[config.mk]
export PLATFORM = sky130hd
export DESIGN_NAME = mcrf_ctrl
export DESIGN_NICKNAME = d
export VERILOG_FILES = /design/src/rtl/core/mcrf_pkg.sv /design/src/rtl/core/mcrf_ctrl.sv
export SDC_FILE = /design/constraint.sdc
export NUM_CORES = 1
export LEC_CHECK = 0
export BUFFER_PORTS_ARGS = -buffer_cell sky130_fd_sc_hd__buf_2
export CAP_MARGIN = 25
export CORE_AREA = 2 2 39 41
export CTS_CLUSTER_SIZE = 14
export DETAILED_ROUTE_END_ITERATION = 10
export DIE_AREA = 0 0 41 43
export SLEW_MARGIN = 20
export SYNTH_ARGS = -nofsm -noshare
export SYNTH_HDL_FRONTEND = slang
export SYNTH_SLANG_ARGS = --single-unit
[constraint.sdc]
create_clock -name clk_i -period 1.78 [get_ports clk_i]
set_clock_uncertainty 0.1 [all_clocks]
set_input_delay 0.267 -clock clk_i [delete_from_list [all_inputs] [get_ports clk_i]]
set_output_delay 0.267 -clock clk_i [all_outputs]
set_load 0.01 [all_outputs]
[src/rtl/core/mcrf_pkg.sv]
// Shared types and codes for the multi-channel record FIFO.
// No dependencies; imported by mcrf_ctrl, mcrf_dp and the top level.
package mcrf_pkg;

  // Fixed field widths
  localparam int KIND_W   = 2;
  localparam int CHAN_W   = 3;
  localparam int LEN_W    = 4;
  localparam int DATA_W   = 64;
  localparam int STAT_W   = 3;
  localparam int DEP_W    = 5;
  localparam int CFG_IDX_W = 3;
  localparam int CFG_DAT_W = 5;
  localparam int REG_CH   = 4;

  // Request kinds
  localparam logic [KIND_W-1:0] KIND_ENQ = 2'd0;
  localparam logic [KIND_W-1:0] KIND_DEQ = 2'd1;

  // Result status codes
  localparam logic [STAT_W-1:0] ST_OK       = 3'd0;
  localparam logic [STAT_W-1:0] ST_BAD_CH   = 3'd1;
  localparam logic [STAT_W-1:0] ST_TOO_LONG = 3'd2;
  localparam logic [STAT_W-1:0] ST_FULL     = 3'd3;
  localparam logic [STAT_W-1:0] ST_EMPTY    = 3'd4;

  // Register map: depth registers from 0, record-length registers from here
  localparam logic [CFG_IDX_W-1:0] CFG_RECLEN_BASE = 3'd4;

  // Controller -> datapath
  typedef struct packed {
    logic clr_step;  // write zeros at the clear pointer and advance it
    logic load;      // capture the incoming request
    logic exec;      // execute the captured request, load the result
  } mcrf_cmd_t;

  // Datapath -> controller
  typedef struct packed {
    logic clr_last;  // clear pointer is at the last entry
    logic out_free;  // result register can take a new result this cycle
  } mcrf_stat_t;

endpackage

[src/rtl/core/mcrf_ctrl.sv]
// Sequencer for the multi-channel record FIFO: clear pass, accept, execute.
// Depends on mcrf_pkg.
module mcrf_ctrl (
  input  logic                clk_i,
  input  logic                rst_ni,
  input  logic                in_valid_i,
  output logic                in_ready_o,
  input  mcrf_pkg::mcrf_stat_t stat_i,
  output mcrf_pkg::mcrf_cmd_t  cmd_o
);
  import mcrf_pkg::*;

  localparam logic [1:0] S_CLEAR = 2'd0;
  localparam logic [1:0] S_IDLE  = 2'd1;
  localparam logic [1:0] S_EXEC  = 2'd2;

  logic [1:0] state_q, state_d;

  always_comb begin
    state_d      = state_q;
    in_ready_o   = 1'b0;
    cmd_o        = '0;
    case (state_q)
      S_CLEAR: begin
        cmd_o.clr_step = 1'b1;
        if (stat_i.clr_last) begin
          state_d = S_IDLE;
        end
      end
      S_IDLE: begin
        in_ready_o = 1'b1;
        if (in_valid_i) begin
          cmd_o.load = 1'b1;
          state_d    = S_EXEC;
        end
      end
      S_EXEC: begin
        // hold until the result register is free
        if (stat_i.out_free) begin
          cmd_o.exec = 1'b1;
          state_d    = S_IDLE;
        end
      end
      default: begin
        state_d = S_IDLE;
      end
    endcase
  end

  always_ff @(posedge clk_i or negedge rst_ni) begin
    if (!rst_ni) begin
      state_q <= S_CLEAR;
    end else begin
      state_q <= state_d;
    end
  end

endmodule

==> results of run 1 <==
## Yosys cell counts
library cell | n | area [µm²]
sky130_fd_sc_hd__and2b_2 | 1 | 8.76
sky130_fd_sc_hd__mux2_1 | 1 | 11.3
sky130_fd_sc_hd__o21ai_0 | 1 | 5.00
sky130_fd_sc_hd__o21a_1 | 1 | 7.51
sky130_fd_sc_hd__nor2_1 | 2 | 7.51
sky130_fd_sc_hd__inv_1 | 2 | 7.51
sky130_fd_sc_hd__nand3b_1 | 1 | 7.51
sky130_fd_sc_hd__dfrtp_1 | 2 | 50.1
sky130_fd_sc_hd__nand2b_1 | 1 | 6.26
## layout by cell type (no fill, tap or decap), types with 2 or more instances in the layout
cell type / count
sky130_fd_sc_hd__buf_2: 8
sky130_fd_sc_hd__clkbuf_4: 3
sky130_fd_sc_hd__inv_1: 2
sky130_fd_sc_hd__nor2_1: 2
sky130_fd_sc_hd__dfrtp_1: 2
## routing by layer
metal / part of all wire (%) / up-vias / GRT usage [%]
li1: - / 64 / -
met1: 34 / 55 / 1.60
met2: 57 / 6 / 5.63
met3: 8.3 / 0 / 1.57
met4: 0 / 0 / 12.0
met5: 0 / - / 0
## area by class of cell
type,count,area share [%]
timing repair buffer,9,24.5
inverter,2,3.68
multi-input combinational,8,26.4
tap,16,9.82
clock buffer,3,11.0
sequential,2,24.5
## per-stage QoR
step / cell area [µm²] / hold slack [ps] / total power (W) / setup slack, ps / utilization [%]
after floorplan: 111 / -129 / 0.000164 / 713 / -
after CTS: 204 / 180 / 0.000323 / 382 / 14.7
after global placement: 171 / -45.8 / 0.000211 / 635 / 12.4
after global routing: 204 / 186 / 0.000343 / 279 / 14.7
final: 204 / 183 / 0.000314 / 401 / 14.7
after detailed placement: 171 / -44.4 / 0.000212 / 626 / 12.4
## power by group through the flow
stage,logic (W),registers (W),clock network (W)
after floorplan,0.0000790,0.0000850,0
after global placement,0.000122,0.0000891,0
after detailed placement,0.000124,0.0000885,0
after CTS,0.000125,0.0000880,0.000110
after global routing,0.000140,0.0000910,0.000112
final,0.000123,0.0000876,0.000104
## path summary, 6_finish.rpt
path                              end  slack (ps)  cells after the start
setup / recovery             cmd_o[1]         400                      3
hold / removal             state_q[1]         180                      2
setup reg to reg           state_q[0]         690                      2
hold reg to reg            state_q[0]         450                      1
max in group asynchronous  state_q[1]        1230                      2
min in group asynchronous  state_q[0]         250                      2
## cell families (layout without fill, tap and decap cells)
logic type,Yosys count,in the layout,synth area share [%]
simple gates,5,5,27.0
compound gates,2,2,11.2
flops,2,2,44.9
buf+inv,2,14,6.74
mux,1,1,10.1
==> run summary, run 1 <==
The cell area after synthesis is 111 µm². The region available for standard cell placement spans 0.00138 mm². The H-tree depth reported by CTS came out at 1. The number of hold buffers added after cts is 1.

The tree is rooted in a sky130_fd_sc_hd__clkbuf_4. The via count of the routed design came out at 125. The power density relative to cell area is 1540 mW/mm². The signal arrival time at the worst endpoint came out at 1010 ps.

The number of standard cells after synthesis came out at 12. The buffer count from post-CTS setup fixing is 0. The die is 43 µm tall. The later-pin clock latency in the skew report is 230 ps. The worst path required time came out at 1410 ps. After synthesis the netlist holds a flip-flop and latch count of 2. The number of pins exceeding their max-slew limit in the final report is 0.

The number of antenna violations at the first check in global routing is 0. The worst register-to-register path begins at state_q[1]. In the finished design, the share of the clock period the worst path needs comes to 77.4%. The clock network burns 33.0% of the power. The detailed router finished its first iteration with 0 violations. Dividing the detail-routed wire length by the instance count gives 7.20 µm. The die covers 0.00176 mm². The fraction of final layout cells with drive strength greater than 1 came out at 50.0%.

The critical path goes through nand3b_1, inv_1, buf_2. The post-synthesis average cell area came out at 9.28 µm². Summed over all layers, the global routing overflow is 0. The number of buffers inserted by port buffering came out at 8. The slew at the pin closest to its max-slew limit came out at 150 ps. The quantity of gates resized following cts is 0. The switching power came out at 0.000105 W. The number of global-route vias before repair is 117. The internal power contribution is 0.000209 W. Setup repair after global routing left no endpoint under its margin.

The number of top-level pins is 9. The global-route wire length before repair is 372 µm. The number of nets still failing antenna checks after routing came out at 0. The number of placement rows is 14. The flip-flop count of the largest register, all copies and words added came out at 2. The number of clock sinks is 2.

After clock tree synthesis, the clock-pin slew on the worst setup and hold paths is 30 ps. The number of fillers in the final layout is 155. The largest registers in the layout are state_q x2. The number of nets handed over by synthesis was 17. Along the worst path, the maximum fanout reaches 5.

Among all stages on the critical path, the largest delay is contributed by sky130_fd_sc_hd__dfrtp_1. The run finished with clean final reports. Dividing the detail-routed via count by the number of cells gives 3.13.

The final count of negative-setup-slack endpoints came out at 0. Buffers inserted during clock tree synthesis total 3. The net switching share of the total power is 33.5%. The post-route minimum period came out at 1380 ps. Measured against its own limit, the worst slew margin works out to 89.9%. The proportion of power drawn by combinational gates is 39.1%. By startpoint and endpoint, the worst setup path is classified as reg -> out. The leakage power summed over all cells came out at 0.109 nW.

The area growth from synthesis to layout came out at 83.1%. The largest net degree at the start of global routing is 6. In this run the horizontal extent of the chip is 41 µm. The total wire length after detailed routing is 288 µm. The final count of hold timing violations came out at 0. The effective utilization at floorplan is 8.05%. On the worst path, the slowest cell contributes a delay of 400 ps. In the final timing run, aggregate negative setup slack is 0 ps.

The total routing resource utilization after global routing came out at 4.41%. The critical path endpoint category is an output pin. The number of placed instances, taps included, is 36.

Detailed placement ended at an HPWL of 199 µm. The total area of sequential cells came out at 50.0 µm². For this run, the detailed router's first-pass iteration total came to 1. The peak clock frequency supported by timing is 725 MHz. The final antenna diode count came out at 0.

The area used by multi-input combinational logic is 53.8 µm². The register area share after synthesis is 44.9%. The worst IR drop on VDD came out at 0.240 mV. The number of max-cap violations came out at 0. The startpoint type of the worst setup path is a register. The buffer depth of the longest clock path is 2. TritonCTS built the clock tree. In this run the worst setup path begins at state_q[1].

The number of nets at the end of the flow came out at 31. state_q holds more flip-flops than any other register. The finished layout holds 40 standard cells, fillers aside. At the end of routability-driven placement, the weighted congestion stood at 0.437.

The number of warnings reported in the yosys synthesis log is 0. The critical path contains buffers and inverters numbering 2 combined. The register share of total power is 27.9%. The startpoint identified for the worst hold timing path is stat_i[0].

The tightest min-delay check is of the in -> reg type. The number of design rule violations left after detail routing is 0. The number of distinct library cells after synthesis came out at 9.

In this design, the largest share of critical-path delay is due to flip-flops.
No activity file was read; power rests on OpenSTA's default activity.
==> run 2: changes to the inputs <==
Clock period 1.78 ns to 1.4 ns, I/O delays scaled along.
==> run summary, run 2 (synthesized netlist as in run 1, its figures left out) <==
The flow ran to the end, and the final reports show no timing, DRC or antenna violations. The number of pins exceeding their max-slew limit in the final report is 0. The final antenna diode count came out at 0. In this run the deepest clock path goes through 2 buffers. The startpoint identified for the worst hold timing path is stat_i[0]. The final count of hold timing violations is 0.

The top cell types in the final layout, fill and taps aside, are 8 x sky130_fd_sc_hd__buf_2, 3 x sky130_fd_sc_hd__clkbuf_4, 3 x sky130_fd_sc_hd__buf_4. The register-to-register setup slack is 180 ps. The critical register-to-register path startpoint is state_q[1]. After routing the design area is 226 µm². On the final layout, the worst hold slack is 125 ps. The number of nets still failing antenna checks after routing is 0. The clock tree from TritonCTS is yes. The largest registers in the layout are state_q x2.

The number of antenna violations at the first check in global routing came out at 0. By startpoint and endpoint, the worst setup path is classified as reg -> out. The core region area came out at 0.00138 mm². The number of global-route vias before repair is 101. The total wire length after detailed routing is 298 µm. The worst setup path is launched from a register. After detailed routing, the number of remaining DRC violations is 0. The critical path buffer and inverter count is 2. Setup violations remaining at the end of the flow were counted as 0. The height of the die came out at 43 µm. The worst path required time is 1090 ps. The slowest stage of the critical path belongs to the cell sky130_fd_sc_hd__dfrtp_1.

Traced cell by cell, the critical path runs through nand3b_1, inv_1, buf_2. The number of DRC markers after the initial detailed-route iteration came out at 0. The routed layout has 134 vias. The depth of the most critical reg-to-reg path is 3. The fraction of final layout cells with drive strength greater than 1 is 55.6%.

Setup repair after global routing left no endpoint under its margin. Entering global routing, the biggest net connects 6 pins. The die footprint came out at 0.00176 mm². In this run the worst path has a maximum fanout of 5. The final routed wire length divided by cell count came out at 6.93 µm. The largest single stage delay on the critical path is 390 ps. The number of max-cap violations came out at 0. For the worst setup path, the data arrival time is 1020 ps. The utilization of the core after routing is 16.4%. The number of placement rows came out at 14. The post-route minimum period came out at 1330 ps. The min-delay analysis places its worst path in the category in -> reg. The destination of the worst hold path is state_q[1].

The placer's final routability congestion estimate is 0.433. The TritonCTS buffer count is 3. The number of buffers inserted by port buffering is 8.

The library cell used most frequently in the layout, excluding fill and tap cells, is sky130_fd_sc_hd__buf_2. The total routing resource utilization after global routing is 4.21%. The effective utilization at floorplan came out at 8.05%.

The register with the most flip-flops in the layout has 2 of them. The setup TNS came out at 0 ps. The post-route clock period utilization is 94.8%.

Clock tree synthesis found a total of 2 sinks. Timing would allow up to 754 MHz. Clock-pin slew was measured on the worst setup and hold paths at 30 ps. More flip-flops sit in one register than any other, and that register is state_q. The number of nets at the end of the flow came out at 34. The worst IR drop on VDD is 0.331 mV. In this run the clock root is driven by a sky130_fd_sc_hd__clkbuf_4. The worst setup path is captured at an output pin. The later-pin clock latency in the skew report is 220 ps. The via density per instance is 3.12. Dividing total power by cell area gives a power density of 1950 mW/mm². Headroom to the max-slew limit came out at 90.1%. The die span in x came out at 41 µm. The slew at the pin closest to its max-slew limit is 147 ps. The number of search-and-repair iterations in the first detailed-routing pass is 1. Along the worst hold path, the cell count comes to 2.

The H-tree depth reported by CTS came out at 1. The leakage power summed over all cells came out at 0.123 nW. The number of fillers in the final layout is 158.

The global-route wire length before repair came out at 358 µm. The total placed instance area came out at 171 µm². The cell family contributing the most delay on the critical path is flip-flops. Global routing finished with a remaining overflow of 0. The area growth from synthesis to layout came out at 103%. The quantity of gates resized following cts came out at 0.

The endpoint identified for the worst register-to-register timing path is state_q[0]. In this run the count of I/O pins placed on the die edge is 9.
## run 2: changes by cell type in the layout (fill, tap and decap cells not counted), sizes merged
cell and delta:
buf +3
## run 2: metal layers
| metal | track usage (%) | wire length (µm) | up-vias |
|---|---|---|---|
| met5 | 0 | 0 | - |
| met4 | 10.0 | 0 | 0 |
| met3 | 3.14 | 25 | 0 |
| met2 | 4.38 | 162 | 6 |
| met1 | 2.24 | 110 | 58 |
| li1 | - | - | 70 |
## run 2: final cells by class
class	instances	area [µm²]	area share (%)
Multi-Input combinational cell	8	53.8	23.8
Clock buffer	3	22.5	9.94
Inverter	2	7.51	3.31
Timing Repair Buffer	12	72.6	32.0
Sequential cell	2	50.0	22.1
Tap cell	16	20.0	8.84
## run 2: what timing repair did
| action | CTS | global route |
|---|---|---|
| endpoints found under the setup margin | 0 | 1 |
| setup buffers | 0 | 3 |
| hold buffers | 1 | 0 |
| hold endpoints to repair | 2 | 0 |
## run 2: through the flow
stage / cells / setup WS, ps / power (W)
floorplan: 12 / 334 / 0.000208
detailed placement: 36 / 300 / 0.000268
global placement: 36 / 299 / 0.000268
finish: 43 / 73.0 / 0.000441
global route: 43 / 0.643 / 0.000491
CTS: 40 / 65.3 / 0.000406
## run 2: worst max path at each step
stage / to / slack (ps) / cells after the start / start
6_report: cmd_o[1] / 70 / 3 / state_q[1]
5_1_grt: cmd_o[1] / 0.6 / 3 / state_q[1]
4_1_cts: cmd_o[1] / 70 / 3 / state_q[1]
3_5_place_dp: state_q[0] / 300 / 2 / state_q[1]
3_3_place_gp: state_q[0] / 300 / 2 / state_q[1]
2_1_floorplan: state_q[0] / 330 / 2 / state_q[1]
## run 2: power breakdown
part	leakage [nW]	switching (W)	internal, W
combinational	0.0854	0.0000803	0.000122
clock	0.0138	0.0000324	0.0000946
sequential	0.0238	0.0000272	0.0000848
==> run 3: changes to the inputs <==
Settings changed: SETUP_SLACK_MARGIN from default to 0.15.
==> run summary, run 3 (synthesized netlist as in run 1, its figures left out) <==
The leakage power summed over all cells came out at 0.134 nW. In this run the critical register-to-register path is launched from state_q[1]. state_q holds more flip-flops than any other register. In this run the critical register-to-register path is captured at state_q[0]. The clock edge transition at the registers on the reported setup and hold paths is 30 ps.

The slew at the pin closest to its max-slew limit is 147 ps. The effective utilization at floorplan came out at 8.05%. The number of top-level pins came out at 9.

The final count of negative-setup-slack endpoints came out at 0. The root buffer cell is sky130_fd_sc_hd__clkbuf_4. The setup slack of the critical path after layout is 99.5 ps. The worst setup path is launched from a register.

The power density relative to cell area is 2030 mW/mm². The number of fillers in the final layout came out at 159. The register-to-register setup slack is 190 ps. The number of nets at the end of the flow is 34. The final antenna diode count came out at 0. CTS built an H-tree with a depth of 1.

The core region area is 0.00138 mm². Traced cell by cell, the critical path runs through buf_4, nand2b_4, nor2_2, buf_2. The biggest fanout along the worst timing path is 5.

The highest cell delay on the worst timing path is 410 ps. The later-pin clock latency in the skew report came out at 220 ps. The global-route wire length before repair came out at 414 µm. For the worst flop-to-flop path, the logic depth is 3.

The worst-case IR drop observed on VDD is 0.351 mV. The final instance count without filler cells came out at 43. The launching element of the worst setup path is state_q[1]. The final routed wire length divided by cell count is 6.95 µm. Leaving out fill and tap cells, the most frequent cell in the layout is sky130_fd_sc_hd__buf_2. The largest registers in the layout are state_q x2. The final instance area is 248 µm². The die span in x came out at 41 µm. The post-placement worst setup slack is 300 ps. The initialized floorplan defines 14 standard-cell rows. For this run, the detailed router's first-pass iteration total came to 1. Across all layers, the routed design uses 142 vias. Setup repair after global routing could not meet its margin everywhere.

By startpoint and endpoint, the worst setup path is classified as reg -> out. The flip-flop count of the largest register, all copies and words added came out at 2. The number of antenna violations at the first check in global routing is 0. The number of design rule violations left after detail routing is 0. The number of DRC markers after the initial detailed-route iteration came out at 0. The peak clock frequency supported by timing is 769 MHz. The post-route clock period utilization came out at 92.9%. The placer's final routability congestion estimate is 0.433. The post-route minimum period is 1300 ps. The type of the tightest min-delay check is in -> reg. The number of buffers inserted by port buffering came out at 8. In this run the tightest slew margin relative to its limit is 90.1%. The largest individual stage delay along the critical path comes from the cell sky130_fd_sc_hd__dfrtp_2. The number of placed instances with taps included came out at 36. The total wire length after detailed routing is 299 µm.

The area growth from synthesis to layout is 122%. The via density per instance is 3.30. From bottom edge to top edge, the die measures 43 µm. The number of max-cap violations came out at 0.

The number of pins exceeding their max-slew limit in the final report is 0. TritonCTS built the clock tree. The TritonCTS buffer count is 3. The critical path ends at cmd_o[0].

The setup TNS is 0 ps. The final count of hold timing violations is 0. The fraction of final layout cells with drive strength greater than 1 is 70.4%. The die footprint is 0.00176 mm². The total placed instance area is 171 µm². The buffer depth of the longest clock path came out at 2.

The number of nets still failing antenna checks after routing is 0. The flow ran to the end, and the final reports show no timing, DRC or antenna violations. The tree built by TritonCTS fans out to 2 sinks. The number of global-route vias before repair is 127. The signal arrival time at the worst endpoint is 990 ps. Summed over all layers, the global routing overflow is 0. In the layout the commonest cells are 7 x sky130_fd_sc_hd__buf_2, 3 x sky130_fd_sc_hd__clkbuf_4, 3 x sky130_fd_sc_hd__buf_4, 2 x sky130_fd_sc_hd__inv_1. STA classifies the critical path endpoint as an output pin. Entering global routing, the biggest net connects 6 pins. At the worst endpoint, the required time is 1090 ps.

Global routing consumed, over all layers together, 4.61% of the routing resources.
run 3: metrics by stage:
stage	hold WS, ps	util [%]	power, W
after global placement	-103	12.4	0.000268
after floorplan	-186	-	0.000208
after CTS	118	16.8	0.000480
after global routing	120	17.9	0.000558
final	122	17.9	0.000503
after detailed placement	-101	12.4	0.000268
run 3: power by group:
group	internal, W	total [W]	switching [W]
Combinational	0.000167	0.000260	0.0000927
Clock	0.0000946	0.000127	0.0000324
Sequential	0.0000873	0.000116	0.0000289
Total	0.000349	0.000503	0.000154
run 3: what timing repair did:
item                                    4_1_cts  5_1_grt
hold endpoints to repair                      2        0
endpoints found under the setup margin        3        4
resized for setup                             2        3
setup buffers                                 2        1
hold buffers                                  1        0
run 3: worst max-delay path: cells and delay by family, from the launching register on:
| family | cells | cell delay, ps |
|---|---|---|
| flip-flops | 1 | 410 |
| buffers and inverters | 2 | 270 |
| AND/OR/NAND/NOR | 2 | 90 |
run 3: metal layers:
metal | vias up | share of wire (%) | GRT usage (%) | wire length (µm)
li1 | 71 | - | - | -
met3 | 0 | 8.4 | 3.14 | 25
met2 | 6 | 61 | 5.94 | 182
met4 | 0 | 0 | 10.0 | 0
met1 | 65 | 31 | 1.92 | 92
met5 | - | 0 | 0 | 0
run 3: cell type report:
type                       instances  area [µm²]  share of cell area (%)
clock buffer                       3        22.5                    9.09
sequential                         2        51.3                    20.7
inverter                           2        7.51                    3.03
timing repair buffer              12        78.8                    31.8
multi-input combinational          8        67.6                    27.3
tap                               16        20.0                    8.08
run 3: how the worst min path moves through the flow:
stage	startpoint	to	slack, ps	depth (start not counted)
4_1_cts	stat_i[0]	state_q[1]	120	2
6_report	stat_i[0]	state_q[1]	120	2
5_1_grt	stat_i[0]	state_q[1]	120	2
2_1_floorplan	rst_ni	state_q[0]	-190	0
3_5_place_dp	rst_ni	state_q[1]	-100	1
3_3_place_gp	rst_ni	state_q[0]	-100	1
